File: src/rtl/core/lsatc_pkg.sv
// ----------------------------------------------------------------------------
// lsatc_pkg: shared types and constants
// Codes, widths and result struct for the locked send / ack timeout control.
// ----------------------------------------------------------------------------
`default_nettype none

package lsatc_pkg;

    // Counter widths
    localparam int TICK_BITS  = 16;
    localparam int RETRY_BITS = 8;

    // Field and register widths
    localparam int REQ_W      = 2;
    localparam int STATUS_W   = 2;
    localparam int TIMEOUT_W  = 16;
    localparam int ACKRET_W   = 8;
    localparam int CFG_IDX_W  = 8;
    localparam int CFG_DATA_W = 16;

    // Compare widths wide enough for both sides
    localparam int TCMP_W = (TICK_BITS > TIMEOUT_W) ? TICK_BITS : TIMEOUT_W;
    localparam int RCMP_W = (RETRY_BITS > ACKRET_W) ? RETRY_BITS : ACKRET_W;

    localparam logic [TICK_BITS-1:0]  TICK_MAX  = {TICK_BITS{1'b1}};
    localparam logic [RETRY_BITS-1:0] RETRY_MAX = {RETRY_BITS{1'b1}};

    // Register reset values
    localparam logic [TIMEOUT_W-1:0] TIMEOUT_RST = TIMEOUT_W'(100);
    localparam logic [ACKRET_W-1:0]  ACKRET_RST  = '0;

    // Request codes
    typedef enum logic [REQ_W-1:0] {
        REQ_START = 2'd0,
        REQ_TICK  = 2'd1,
        REQ_ACK   = 2'd2,
        REQ_NONE  = 2'd3
    } t_req;

    // Completion status codes
    typedef enum logic [STATUS_W-1:0] {
        ST_OK        = 2'd0,
        ST_LOCK_TO   = 2'd1,
        ST_SEND_FAIL = 2'd2,
        ST_ACK_TO    = 2'd3
    } t_status;

    // Configuration register indexes
    typedef enum logic [CFG_IDX_W-1:0] {
        CFG_TIMEOUT = 8'd0,
        CFG_RETRIES = 8'd1
    } t_cfg_idx;

    // Transaction phase, one-hot
    typedef enum logic [2:0] {
        PH_IDLE = 3'b001,
        PH_LOCK = 3'b010,
        PH_ACK  = 3'b100
    } t_phase;

    // One result item
    typedef struct packed {
        logic          claim;
        logic          send;
        logic          release_l;
        logic          busy;
        logic          done;
        t_status       status;
    } t_result;

endpackage

`default_nettype wire

File: src/rtl/core/lsatc_step.sv
// ----------------------------------------------------------------------------
// lsatc_step: transaction state and per-item update
// Holds phase, wait counter and retry count; computes one result per item.
// ----------------------------------------------------------------------------
`default_nettype none

module lsatc_step (
    input  wire                                  i_clk,
    input  wire                                  i_rst_n,
    input  wire                                  i_advance,
    input  wire  [lsatc_pkg::REQ_W-1:0]          i_req_type,
    input  wire                                  i_lock_free,
    input  wire                                  i_send_ok,
    input  wire  [lsatc_pkg::TIMEOUT_W-1:0]      i_timeout_ticks,
    input  wire  [lsatc_pkg::ACKRET_W-1:0]       i_ack_retries,
    output lsatc_pkg::t_result                   o_result
);
    import lsatc_pkg::*;

    t_phase                 r_phase, n_phase;
    logic [TICK_BITS-1:0]   r_tick, n_tick;
    logic [RETRY_BITS-1:0]  r_retries, n_retries;

    logic [TICK_BITS-1:0]   tick_inc;
    logic                   expired;
    logic [RETRY_BITS-1:0]  retry_load;
    logic                   do_claim;
    logic                   do_finish;
    t_status                fin_code;
    t_req                   req;

    assign req = t_req'(i_req_type);

    // Advance wait counter with saturation, detect expiry
    assign tick_inc = (r_tick != TICK_MAX) ? r_tick + 1'b1 : r_tick;
    assign expired  = (TCMP_W'(tick_inc) >= TCMP_W'(i_timeout_ticks)) ||
                      (tick_inc == TICK_MAX);

    // Saturate retry setting to counter width
    assign retry_load = (RCMP_W'(i_ack_retries) > RCMP_W'(RETRY_MAX)) ?
                        RETRY_MAX : RETRY_BITS'(RCMP_W'(i_ack_retries));

    // Next state and result for the item in the input register
    always_comb begin
        n_phase   = r_phase;
        n_tick    = r_tick;
        n_retries = r_retries;
        do_claim  = 1'b0;
        do_finish = 1'b0;
        fin_code  = ST_OK;
        o_result  = '0;

        case (r_phase)
            PH_LOCK: begin
                if (req == REQ_TICK) begin
                    n_tick = tick_inc;
                    if (expired) begin
                        if (i_lock_free) begin
                            do_claim = 1'b1;
                        end else begin
                            do_finish = 1'b1;
                            fin_code  = ST_LOCK_TO;
                        end
                    end
                end
            end
            PH_ACK: begin
                if (req == REQ_ACK) begin
                    o_result.release_l = 1'b1;
                    do_finish          = 1'b1;
                    fin_code           = ST_OK;
                end else if (req == REQ_TICK) begin
                    n_tick = tick_inc;
                    if (expired) begin
                        if (r_retries != '0) begin
                            n_retries = r_retries - 1'b1;
                            n_tick    = '0;
                        end else begin
                            o_result.release_l = 1'b1;
                            do_finish          = 1'b1;
                            fin_code           = ST_ACK_TO;
                        end
                    end
                end
            end
            default: begin
                // Idle, and any unused code behaves as idle
                n_phase = PH_IDLE;
                if (req == REQ_START) begin
                    if (i_lock_free) begin
                        do_claim = 1'b1;
                    end else begin
                        n_phase = PH_LOCK;
                        n_tick  = '0;
                    end
                end
            end
        endcase

        // Lock held: send in this item
        if (do_claim) begin
            o_result.claim = 1'b1;
            o_result.send  = 1'b1;
            if (i_send_ok) begin
                n_phase   = PH_ACK;
                n_tick    = '0;
                n_retries = retry_load;
            end else begin
                o_result.release_l = 1'b1;
                do_finish          = 1'b1;
                fin_code           = ST_SEND_FAIL;
            end
        end

        // Close the transaction
        if (do_finish) begin
            o_result.done   = 1'b1;
            o_result.status = fin_code;
            n_phase         = PH_IDLE;
            n_tick          = '0;
        end

        o_result.busy = (n_phase != PH_IDLE);
    end

    // Commit state when the item moves to the result register
    always_ff @(posedge i_clk) begin
        if (!i_rst_n) begin
            r_phase   <= PH_IDLE;
            r_tick    <= '0;
            r_retries <= '0;
        end else if (i_advance) begin
            r_phase   <= n_phase;
            r_tick    <= n_tick;
            r_retries <= n_retries;
        end
    end

endmodule

`default_nettype wire

File: src/rtl/core/locked_send_ack_timeout_ctrl_unit.sv
// Each item is registered in the input register, then in the result register; a full, stalled result register holds it.
// Throughput: one item per cycle; the input side keeps accepting while a result waits,
//   as long as the result register drains or is empty.
// Reset (i_rst_n low, synchronous): phase idle, counters zero, timeout 100, retries 0.
// Configuration writes take effect the cycle after they are accepted.
// ----------------------------------------------------------------------------
// locked_send_ack_timeout_ctrl_unit: locked message send controller
// Claims a shared lock, sends, waits for acknowledge with timeout and retries.
// ----------------------------------------------------------------------------
`default_nettype none

module locked_send_ack_timeout_ctrl_unit (
    input  wire                                  i_clk,
    input  wire                                  i_rst_n,
    // configuration write channel
    input  wire                                  i_cfg_valid,
    output logic                                 o_cfg_ready,
    input  wire  [lsatc_pkg::CFG_IDX_W-1:0]      i_cfg_index,
    input  wire  [lsatc_pkg::CFG_DATA_W-1:0]     i_cfg_data,
    // input item channel
    input  wire                                  i_in_valid,
    output logic                                 o_in_ready,
    input  wire  [lsatc_pkg::REQ_W-1:0]          i_req_type,
    input  wire                                  i_lock_free,
    input  wire                                  i_send_ok,
    // result item channel
    output logic                                 o_out_valid,
    input  wire                                  i_out_ready,
    output logic                                 o_claim_pulse,
    output logic                                 o_send_pulse,
    output logic                                 o_release_pulse,
    output logic                                 o_busy_res,
    output logic                                 o_done_res,
    output logic [lsatc_pkg::STATUS_W-1:0]       o_status
);
    import lsatc_pkg::*;

    logic [TIMEOUT_W-1:0]   r_timeout;
    logic [ACKRET_W-1:0]    r_ack_retries;

    logic                   r_in_valid, n_in_valid;
    logic [REQ_W-1:0]       r_req;
    logic                   r_lock_free;
    logic                   r_send_ok;

    logic                   r_out_valid, n_out_valid;
    t_result                r_out;
    t_result                step_res;

    logic                   advance;
    logic                   in_take;

    // Configuration registers, always ready
    assign o_cfg_ready = 1'b1;

    always_ff @(posedge i_clk) begin
        if (!i_rst_n) begin
            r_timeout     <= TIMEOUT_RST;
            r_ack_retries <= ACKRET_RST;
        end else if (i_cfg_valid) begin
            case (t_cfg_idx'(i_cfg_index))
                CFG_TIMEOUT: r_timeout     <= i_cfg_data[TIMEOUT_W-1:0];
                CFG_RETRIES: r_ack_retries <= i_cfg_data[ACKRET_W-1:0];
                default: ;
            endcase
        end
    end

    // Move the held item on when the result register is free or draining
    assign advance    = r_in_valid && (!r_out_valid || i_out_ready);
    assign o_in_ready = !r_in_valid || advance;
    assign in_take    = i_in_valid && o_in_ready;

    assign n_in_valid  = in_take || (r_in_valid && !advance);
    assign n_out_valid = advance || (r_out_valid && !i_out_ready);

    // Input register
    always_ff @(posedge i_clk) begin
        if (!i_rst_n) begin
            r_in_valid <= 1'b0;
        end else begin
            r_in_valid <= n_in_valid;
        end
    end

    always_ff @(posedge i_clk) begin
        if (in_take) begin
            r_req       <= i_req_type;
            r_lock_free <= i_lock_free;
            r_send_ok   <= i_send_ok;
        end
    end

    // State update and result logic
    lsatc_step u_step (
        .i_clk           (i_clk),
        .i_rst_n         (i_rst_n),
        .i_advance       (advance),
        .i_req_type      (r_req),
        .i_lock_free     (r_lock_free),
        .i_send_ok       (r_send_ok),
        .i_timeout_ticks (r_timeout),
        .i_ack_retries   (r_ack_retries),
        .o_result        (step_res)
    );

    // Result register
    always_ff @(posedge i_clk) begin
        if (!i_rst_n) begin
            r_out_valid <= 1'b0;
        end else begin
            r_out_valid <= n_out_valid;
        end
    end

    always_ff @(posedge i_clk) begin
        if (advance) begin
            r_out <= step_res;
        end
    end

    assign o_out_valid     = r_out_valid;
    assign o_claim_pulse   = r_out.claim;
    assign o_send_pulse    = r_out.send;
    assign o_release_pulse = r_out.release_l;
    assign o_busy_res      = r_out.busy;
    assign o_done_res      = r_out.done;
    assign o_status        = r_out.status;

endmodule

`default_nettype wire
File: config.mk
export PLATFORM = sky130hd
export DESIGN_NAME = locked_send_ack_timeout_ctrl_unit
export DESIGN_NICKNAME = d
export VERILOG_FILES = /design/src/rtl/core/lsatc_pkg.sv /design/src/rtl/core/lsatc_step.sv /design/src/rtl/core/locked_send_ack_timeout_ctrl_unit.sv
export SDC_FILE = /design/constraint.sdc
export NUM_CORES = 1
export LEC_CHECK = 0
export BUFFER_PORTS_ARGS = -buffer_cell sky130_fd_sc_hd__buf_2
export CAP_MARGIN = 20
export CELL_PAD_IN_SITES_DETAIL_PLACEMENT = 0
export CELL_PAD_IN_SITES_GLOBAL_PLACEMENT = 1
export CORE_ASPECT_RATIO = 0.8
export CORE_UTILIZATION = 40
export DETAILED_ROUTE_END_ITERATION = 12
export GPL_ROUTABILITY_DRIVEN = 0
export PLACE_DENSITY = 0.82
export SYNTH_ARGS = -nofsm -noshare
export SYNTH_HDL_FRONTEND = slang
export SYNTH_SLANG_ARGS = --single-unit
export TNS_END_PERCENT = 5
File: constraint.sdc
create_clock -name i_clk -period 4 [get_ports i_clk]
set_clock_uncertainty 0.05 [all_clocks]
set_input_delay 0.8 -clock i_clk [delete_from_list [all_inputs] [get_ports i_clk]]
set_output_delay 0.8 -clock i_clk [all_outputs]
set_load 0.1 [all_outputs]
==> results.md, run 1 <==
- Hold_sp: r_timeout[7]
- Final min period: 3.870 ns
- Fraction of layout cells with a size suffix above 1: 0.2782
- Top cells by area, synth: dfxtp_1, edfxtp_1, mux2i_1
- WP data required: 4.21 ns
- Root buffer cell: clkbuf_16
- WL/cell: 16.11 µm
- Critical Path, Cell by Cell: ha_4 -> and2_1 -> nand3_2 -> nor3_4 -> or3_4 -> nand2_1 -> ha_1 -> a2111o_1 -> o211ai_1 -> a31oi_1 -> or4_1 -> o22a_4 -> or4_4 -> a21oi_2
- CTS tree: built
- DRT iter0 DRCs: 150
- EDFF count, synth: 10
- ANT nets after route: 0
- Number of diodes: 0
- GRT Resource Usage Total: 0.2175
- Final setup TNS: 0 ns
- Period utilisation layout: 0.9674
- Fin nets: 596
- Synth Flop Type: dfxtp_1
- YS warnings: 0
- Die H: 90.98 µm
- Non-filler cells, final: 669
- Sequential share of power: 0.425
- Largest net degree at the start of global routing: 38
- Ys async rst share: 0
- Starting density of the core: 0.4120
- Pwr Density: 309.7 nW/µm²
- Setup CP Type: register to register
- Top-area cell type share of the netlist area: 0.2680
- Hold Fails Final Rpt: 0
- Power share of the clock group: 0.500
- CTS Buf Count: 9
- Final setup viols: 0
- Post-Route Utilization: 0.5232
- Die area: 10300 µm²
- Routed Wire Length: 10780 µm
- Max Cap Viol: 0
- Number of global-route vias before repair: 3501
- Leading area contributor after synthesis: dfxtp_1
- Peak VDD IR: 0.3340 mV
- Worst path top cell family by delay: simple AND/OR/NAND/NOR gates
- Hold depth: 2
- DRT Pass-1 Iters: 4
- Synth Area per Inst: 8.477 µm²
- Sw frac: 0.2491
- Leak: 0.002088 µW
- # H-tree levels: 3
- Reg2Reg Capture Point: u_step.r_tick[6]
- CP max FO: 8
- Synth Instances: 467
- Total gr overflow: 0
- Vias per cell: 5.737
- Reg2reg start: u_step.r_tick[0]
- Reg clk slew, reported paths: 0.06 ns
- Sequential area share after synthesis: 0.3439
- Slowest cell on the critical path: or4_1
- Run status: complete, no violations
- Crit path launch type: register
- Peak Freq: 258.4 MHz
- Gate power share: 0.075
- # IOs: 43
- Clk_lat worst skew: 0.33 ns
- Worst Hold Class: register to register
- Slew margin rel.: 0.3848
- Port buffer count: 41
- Vias post-DR: 3838
- Worst R2R Setup Slack: 0.13 ns
- NetSw: 387.9 µW
- Core Box Area: 9609 µm²
- Most common cell in the synthesized netlist: dfxtp_1
- DP HPWL: 8076 µm
- Worst r2r path cells: 14
- Clk sinks: 63
- Slew Viols, Final: 0
- Yosys cell types: 70
- CP Capture Type: register
- Post-Syn Area: 3959 µm²
- CP Buf/Inv Count: 0
- # DRC: 0
- Row cnt: 32
- Net Count, Synth: 518
- Placed Cells: 650
- Synth cell count leaders: dfxtp_1, nor2_1, nand2_1
- First-pass GRT wire length: 17720 µm
- Crit-path max cell delay: 0.55 ns
- Data arrival, critical path: 4.08 ns
- Slew @ Worst Pin: 0.9218 ns
- Initial antenna violation count: 0
- Register bit total from synthesis: 63
- Internal power: 1169 µW
- Synth-to-Final Area Change: 26.99%
- Hold endpoint: r_timeout[7]
- Max Buffers Root-to-Sink: 2
- Die W: 113.2 µm
[worst max-delay path by stage]
stage	start	to	slack [ns]	cells after the start
final	u_step.r_tick[0]	u_step.r_tick[6]	0.13	14
after global routing	u_step.r_tick[0]	u_step.r_tick[3]	-0.08	14
after CTS	u_step.r_tick[0]	u_step.r_tick[6]	0.0003	14
after detailed placement	u_step.r_tick[0]	u_step.r_tick[6]	0.01	16
after global placement	u_step.r_tick[8]	u_step.r_tick[3]	0.03	13
after floorplan	u_step.r_tick[1]	u_step.r_tick[6]	0.002	18
[tightest hold or removal path, cell delays in order (launching register included)]
cell and delay, ns:
dfxtp_1 0.32, mux2i_1 0.06, nor2_1 0.07
[final cells by class]
class	count	area (µm²)
multi-input combinational	349	2480
sequential	63	1376
clock buffer	9	225.2
inverter	32	120.1
tap	119	148.9
clock inverter	7	71.32
timing repair buffer	90	605.6
fill	892	4582
[layer usage]
metal,routed length (µm),track usage,vias up
met1,5295,0.3181,1797
met4,197,0.07237,0
met3,655,0.03738,21
met5,0,0,-
met2,4631,0.3211,132
li1,-,-,1888
[kinds of logic (layout without fill, tap and decap cells)]
kind of cell               after synthesis  in the layout  synth area share
adders and majority gates               18             18           0.05689
buffers and inverters                   55            138           0.05879
muxes                                   25             25           0.06321
AOI/OAI and AO/OA                      115            115            0.2244
xor gates and xnor gates                 5              5           0.01106
other                                    1              1         0.0009473
and+or+nand+nor                        185            185            0.2408
DFF                                     63             63            0.3439
[cells in the final DEF, fill, tap and decap left out, drive strengths merged, types with 6 or more instances in the layout]
cell type / n
inv: 34
o211ai: 9
nor3: 14
or3: 7
buf: 90
ha: 18
mux2i: 25
a22o: 10
dfxtp: 53
or4: 6
edfxtp: 10
nand3: 19
o21ai: 15
nand2: 38
nand4: 8
nand2b: 8
nor4: 8
a31oi: 6
nor2: 49
a21oi: 18
a21o: 7
clkbuf: 9
[through the flow]
stage	hold slack, ns	instance area (µm²)	setup WS (ns)	power, µW
after floorplan	0.4104	3974	0.002247	755.2
after global placement	0.4244	4586	0.02763	789.7
after detailed placement	0.4323	4586	0.009877	791.5
after CTS	0.4463	4892	0.0002509	1568
after global routing	0.4633	5027	-0.08183	1602
final	0.4405	5027	0.1303	1557
[state kept, by name, indices dropped and copies added, names as in the netlist]
name and count:
r_req 2, r_ack_retries 8, o_release_pulse 1, o_busy_res 1, u_step.r_tick 16, o_done_res 1, r_in_valid 1, o_out_valid 1
r_lock_free 1, o_status 2, u_step.r_retries 8, o_claim_pulse 1, r_timeout 16, r_send_ok 1, u_step.r_phase 3
[power by group through the flow]
stage / logic (µW) / registers (µW) / clock network, µW
3_3_place_gp: 115 / 675 / 0
6_report: 117 / 661 / 778
2_1_floorplan: 55.9 / 699 / 0
5_1_grt: 127 / 663 / 812
4_1_cts: 117 / 661 / 790
3_5_place_dp: 116 / 675 / 0
[timing repair]
item,CTS,global route
gates resized for setup,2,33
pin swaps,0,6
hold buffers,0,0
hold endpoints to repair,0,0
setup buffers,0,3
endpoints found under the setup margin,3,21
No activity file was read; power rests on OpenSTA's default activity.
==> run 2, diff against run 1 <==
--- a/config.mk
+++ b/config.mk
@@ -9,7 +9,7 @@
 export CAP_MARGIN = 20
 export CELL_PAD_IN_SITES_DETAIL_PLACEMENT = 0
 export CELL_PAD_IN_SITES_GLOBAL_PLACEMENT = 1
-export CORE_ASPECT_RATIO = 0.8
+export CORE_ASPECT_RATIO = 1.25
 export CORE_UTILIZATION = 40
 export DETAILED_ROUTE_END_ITERATION = 12
 export GPL_ROUTABILITY_DRIVEN = 0
==> results.md, run 2 (same netlist as run 1, synthesis figures left out) <==
- Run status: complete, no violations
- Largest net degree at the start of global routing: 38 (unchanged)
- Max Cap Viol: 0 (unchanged)
- Max Buffers Root-to-Sink: 2 (unchanged)
- Worst path top cell family by delay: simple AND/OR/NAND/NOR gates
- DP HPWL: 8403 µm (+4.0%)
- Die area: 10300 µm² (unchanged)
- Starting density of the core: 0.4120 (unchanged)
- Slowest cell on the critical path: or4_1
- CP Capture Type: register
- Number of diodes: 0 (unchanged)
- Critical path's most frequent cell: or4_1
- Crit path launch type: register
- Data arrival, critical path: 4.11 ns (+0.03 ns)
- Leak: 0.002046 µW (-2.0%)
- Crit path capture: u_step.r_tick[3]
- RSZ-0062 raised after global routing: yes
- ANT nets after route: 0 (unchanged)
- Setup CP Type: register to register
- Placed Cells: 659 (+1.4%)
- Crit-path max cell delay: 0.55 ns (about the same)
- Clk sinks: 63 (unchanged)
- Synth-to-Final Area Change: 25.82%
- Instance count on the critical path: 14 (unchanged)
- Vias per cell: 5.714 (-0.39%)
- # DRC: 0 (unchanged)
- Die W: 90.98 µm (-20%)
- CP Buf/Inv Count: 1 (+1)
- Port buffer count: 41 (unchanged)
- DRT iter0 DRCs: 146 (-2.7%)
- Slew Viols, Final: 0 (unchanged)
- # H-tree levels: 3 (unchanged)
- Hold Fails Final Rpt: 0 (unchanged)
- Fillcell total: 905 (+1.5%)
- First-pass GRT wire length: 18060 µm (+1.9%)
- CTS tree: built
- Critical Path, Cell by Cell: buf_4 -> nand4_1 -> or4_1 -> or2_2 -> nand2_1 -> ha_1 -> a21oi_1 -> o21ai_0 -> nand2b_1 -> a31oi_1 -> or4_1 -> o22a_4 -> a2111oi_1 -> a21o_1
- CTS Buf Count: 9 (unchanged)
- Routed Wire Length: 11160 µm (+3.5%)
- Reg2Reg Capture Point: u_step.r_tick[3]
- Die H: 113.2 µm (+24%)
- Total gr overflow: 0 (unchanged)
- Reg2reg start: u_step.r_tick[0]
- Hold_ws: 0.4384 ns (-0.002108 ns)
- Worst r2r path cells: 14 (unchanged)
- Slew @ Worst Pin: 0.7152 ns (-0.2067 ns)
- Peak VDD IR: 0.1744 mV (-48%)
- # IOs: 43 (unchanged)
- Number of global-route vias before repair: 3874 (+11%)
- Worst Hold Class: register to register
- Slew margin rel.: 0.5225 (+0.1377)
- Fraction of layout cells with a size suffix above 1: 0.2709 (-0.007273)
- Core Box Area: 9609 µm² (unchanged)
- Vias post-DR: 3863 (+0.65%)
- Non-filler cells, final: 676 (+1.0%)
- DRT Pass-1 Iters: 4 (unchanged)
- GRT Resource Usage Total: 0.2235 (+0.005968)
- Initial antenna violation count: 0 (unchanged)
- Biggest regs: r_timeout: 16 flops, u_step.r_tick: 16 flops
- Peak Freq: 257.7 MHz (-0.29%)
- Crit path from: u_step.r_tick[0]
- Reg clk slew, reported paths: 0.05 ns (about the same)
- Period utilisation layout: 0.9702 (+0.002772)
- Final setup viols: 0 (unchanged)
- CP max FO: 10 (+2)
- Root buffer cell: clkbuf_16
- Hold buffer count at cts: 0 (unchanged)
- Fin nets: 596 (unchanged)
- Clk_lat worst skew: 0.33 ns (about the same)
- WP data required: 4.22 ns (about the same)
- Final min period: 3.881 ns (+0.01109 ns)
- Pwr Density: 295.8 nW/µm² (-4.5%)
- Most frequent cells in the layout: nor2_1, buf_4, dfxtp_1, buf_2, nand2_1
- Worst R2R Setup Slack: 0.12 ns (about the same)
- WL/cell: 16.51 µm (+2.5%)
- Row cnt: 40 (+25%)
[run 2: cell types whose count changed in the layout (fill, tap and decap cells not counted), sizes merged]
cell	change
clkinv	+1
clkbuf	+2
inv	-2
bufinv	-1
[run 2: through the flow]
| stage | setup TNS [ns] | setup WS, ns | util | power (µW) | area, µm² |
|---|---|---|---|---|---|
| final | 0 | 0.1192 | 0.5184 | 1474 | 4981 |
| after global routing | -0.3907 | -0.04472 | 0.5184 | 1516 | 4981 |
| after CTS | 0 | 0.01008 | 0.5069 | 1482 | 4871 |
| after detailed placement | -0.1985 | -0.1152 | 0.4784 | 793.0 | 4597 |
| after global placement | -0.04675 | -0.04675 | 0.4784 | 791.2 | 4597 |
| after floorplan | 0 | 0.002247 | - | 755.2 | 3974 |
[run 2: metal layers]
metal	up-vias	track usage	part of all wire
met5	-	0	0
met4	0	0.1397	0.044
met3	36	0.03629	0.034
met2	104	0.3990	0.50
met1	1843	0.2467	0.42
li1	1880	-	-
[run 2: worst min-delay path by stage]
stage,from,to,slack [ns],cells past startpoint
after detailed placement,r_timeout[13],r_timeout[13],0.43,2
after global routing,r_timeout[13],r_timeout[13],0.47,2
after floorplan,r_timeout[10],r_timeout[10],0.41,2
final,r_timeout[13],r_timeout[13],0.44,2
after global placement,r_timeout[13],r_timeout[13],0.43,2
after CTS,r_timeout[13],r_timeout[13],0.44,2
[run 2: where the power goes]
group	total [µW]	leakage (µW)	switching, µW	internal (µW)
sequential	661	0.000528	7.39	653
clock	693	0.000124	281	412
combinational	119	0.00139	85.8	33.6
[run 2: cell type report]
cell class	instances	area, µm²	share of cell area
inverter	32	120.1	0.02411
timing repair buffer	90	585.6	0.1176
sequential	63	1378	0.2766
multi-input combinational	349	2482	0.4984
tap	126	157.7	0.03165
clock inverter	5	25.02	0.005024
clock buffer	11	232.7	0.04672
[run 2: repair_timing]
item                                   4_1_cts  5_1_grt
pin swaps                                    2        7
endpoints found under the hold margin        0        0
setup endpoints to repair                   15       28
buffers inserted                             0        1
resized for setup                            7       29
[run 2: tightest hold or removal path, cell delays in order, from the launching register on]
cell and delay [ns]:
dfxtp_1 0.32, mux2i_1 0.06, nor2_1 0.07
==> run 3, diff against run 2 <==
==> constraint.sdc (replaced) <==
create_clock -name i_clk -period 4 [get_ports i_clk]
set_clock_uncertainty 0.05 [all_clocks]
set_input_delay 0.2 -clock i_clk [delete_from_list [all_inputs] [get_ports i_clk]]
set_output_delay 0.2 -clock i_clk [all_outputs]
set_load 0.1 [all_outputs]
==> results.md, run 3 (same netlist as run 1, synthesis figures left out) <==
- Final Power: 1585 µW (+7.6%)
- Leak: 0.002113 µW (+3.3%)
- Slowest cell on the critical path: or4_1
- Reg2Reg Capture Point: u_step.r_tick[4]
- Slew margin rel.: 0.4986 (-0.02390)
- Sw frac: 0.2313 (-0.02268)
- First-pass GRT wire length: 18480 µm (+2.3%)
- Core Box Area: 9609 µm² (unchanged)
- Hold depth: 3 (+1)
- Crit path launch type: register
- Number of diodes: 0 (unchanged)
- Worst Hold Class: primary input to register
- # IOs: 43 (unchanged)
- Total gr overflow: 0 (unchanged)
- Slew @ Worst Pin: 0.7510 ns (+0.03580 ns)
- Die H: 113.2 µm (unchanged)
- Fraction of layout cells with a size suffix above 1: 0.2847 (+0.01378)
- CTS Buf Count: 9 (unchanged)
- Crit path capture: u_step.r_tick[4]
- Clk_lat worst skew: 0.33 ns (about the same)
- # DRC: 0 (unchanged)
- Reg clk slew, reported paths: 0.05 ns (about the same)
- Final min period: 3.848 ns (-0.03299 ns)
- CP Buf/Inv Count: 2 (+1)
- Sequential share of power: 0.416 (-0.032)
- Worst r2r path cells: 18 (+4)
- Fillcell total: 918 (+1.4%)
- Clk sinks: 63 (unchanged)
- RSZ-0062 raised after global routing: yes
- Run status: complete, no violations
- Area occupied by registers: 1386 µm² (+0.64%)
- DRT iter0 DRCs: 143 (-2.1%)
- Worst R2R Setup Slack: 0.15 ns (+0.03 ns)
- CP max FO: 7 (-3)
- Internal power: 1219 µW (+11%)
- Hold Fails Final Rpt: 0 (unchanged)
- Crit-path max cell delay: 0.50 ns (-0.05 ns)
- DP HPWL: 8398 µm (about the same)
- Max Cap Viol: 0 (unchanged)
- Most common cell after layout, fill and taps aside: buf_4
- WL/cell: 16.31 µm (-1.2%)
- CTS tree: built
- Fin nets: 602 (+1.0%)
- Crit path from: u_step.r_tick[0]
- Vias per cell: 5.626 (-1.6%)
- CP Capture Type: register
- ANT nets after route: 0 (unchanged)
- Period utilisation layout: 0.9620 (-0.008248)
- Peak Freq: 259.9 MHz (+0.86%)
- Die W: 90.98 µm (unchanged)
- Max Buffers Root-to-Sink: 2 (unchanged)
- Root buffer cell: clkbuf_16
- Most frequent cells in the layout: buf_4, nor2_1, buf_2, dfxtp_1, nand2_1
- Routed Wire Length: 11110 µm (-0.48%)
- Gate power share: 0.077 (-0.004)
- Die area: 10300 µm² (unchanged)
- Synth-to-Final Area Change: 28.95%
- Worst path top cell family by delay: simple AND/OR/NAND/NOR gates
- Reg2reg start: u_step.r_tick[0]
- Multi-input gate area: 2489 µm² (+0.25%)
- Number of global-route vias before repair: 3878 (+0.10%)
- WP data required: 4.22 ns (about the same)
- Final setup viols: 0 (unchanged)
- Largest net degree at the start of global routing: 38 (unchanged)
- Starting density of the core: 0.4120 (unchanged)
- Pwr Density: 310.5 nW/µm² (+5.0%)
- Port buffer count: 41 (unchanged)
- Peak VDD IR: 0.1926 mV (+10%)
- Post-Route Utilization: 0.5313 (+0.01289)
- Setup CP Type: register to register
- Initial antenna violation count: 0 (unchanged)
- Row cnt: 40 (unchanged)
- NetSw: 366.7 µW (-2.0%)
- Data arrival, critical path: 4.07 ns (-0.04 ns)
- GRT Resource Usage Total: 0.2298 (+0.006260)
- Instance count on the critical path: 18 (+4)
- # H-tree levels: 3 (unchanged)
- DRT Pass-1 Iters: 5 (+1)
- Biggest regs: r_timeout: 16 flops, u_step.r_tick: 16 flops
- Vias post-DR: 3831 (-0.83%)
- Power share of the clock group: 0.507 (+0.036)
- Slew Viols, Final: 0 (unchanged)
- Critical Path, Cell by Cell: ha_4 -> and2_4 -> nand3_4 -> nor3_4 -> or4_1 -> or2_2 -> nand2_1 -> ha_1 -> a21oi_1 -> o21ai_0 -> nand2b_1 -> a31oi_1 -> or4_1 -> o22a_2 -> buf_4 -> nor3_4 -> buf_4 -> a22o_1
run 3: cell types whose count changed in the layout (fill, tap and decap cells not counted), sizes merged:
cell         before  now
dlygate4sd3       0    4
clkbuf           11   12
buf              90   92
clkinv            4    2
bufinv            0    1
clkinvlp          1    0
run 3: final cells by class:
class                      count  share of cell area
tap                          126             0.03088
inverter                      32             0.02353
clock buffer                  12             0.05245
timing repair buffer          96              0.1262
sequential                    63              0.2716
multi-input combinational    349              0.4875
clock inverter                 3            0.007843
run 3: worst min path at each step:
stage,end,start
2_1_floorplan,r_lock_free,i_lock_free
3_3_place_gp,r_send_ok,i_send_ok
3_5_place_dp,r_send_ok,i_send_ok
4_1_cts,r_in_valid,i_in_valid
5_1_grt,r_timeout[9],i_cfg_data[9]
6_report,r_in_valid,i_in_valid
run 3: per-layer routing:
metal / GRT usage / wire length, µm / vias to the layer above / part of all wire
met1: 0.2438 / 4523 / 1821 / 0.41
met5: 0 / 0 / - / 0
li1: - / - / 1892 / -
met2: 0.4328 / 5863 / 92 / 0.53
met4: 0.1090 / 300 / 0 / 0.027
met3: 0.04503 / 418 / 26 / 0.038
run 3: worst reg2reg max path, stage by stage, from the launching register on:
cell and delay [ns]:
dfxtp_2 0.34, ha_4 0.18, and2_4 0.17, nand3_4 0.11
nor3_4 0.05, or4_1 0.41, or2_2 0.30, nand2_1 0.07
ha_1 0.23, a21oi_1 0.14, o21ai_0 0.08, nand2b_1 0.15
a31oi_1 0.14, or4_1 0.50, o22a_2 0.26, buf_4 0.17
nor3_4 0.12, buf_4 0.18, a22o_1 0.13
run 3: repair_timing:
item,4_1_cts,5_1_grt
pin swaps,2,9
setup endpoints to repair,15,30
hold endpoints to repair,4,0
buffers inserted,2,2
cloned,0,0
hold buffers,4,0
gates resized for setup,8,35
run 3: power groups by stage:
| stage | clock (µW) | combinational (µW) | sequential [µW] |
|---|---|---|---|
| 2_1_floorplan | 0 | 55.9 | 699 |
| 3_3_place_gp | 0 | 116 | 674 |
| 3_5_place_dp | 0 | 117 | 675 |
| 4_1_cts | 823 | 121 | 661 |
| 5_1_grt | 850 | 131 | 660 |
| 6_report | 804 | 122 | 659 |
run 3: metrics by stage:
stage | cells | cell area, µm² | worst slack [ns] | TNS (ns) | hold WS [ns]
finish | 681 | 5105 | 0.1522 | 0 | 0.04212
global route | 681 | 5105 | -0.03524 | -0.3024 | 0.05457
CTS | 679 | 4974 | 0.01982 | 0 | 0.02942
detailed placement | 658 | 4589 | -0.1661 | -0.8532 | 0.3328
global placement | 658 | 4589 | -0.03494 | -0.03494 | 0.3281
floorplan | 467 | 3974 | 0.002247 | 0 | 0.2489
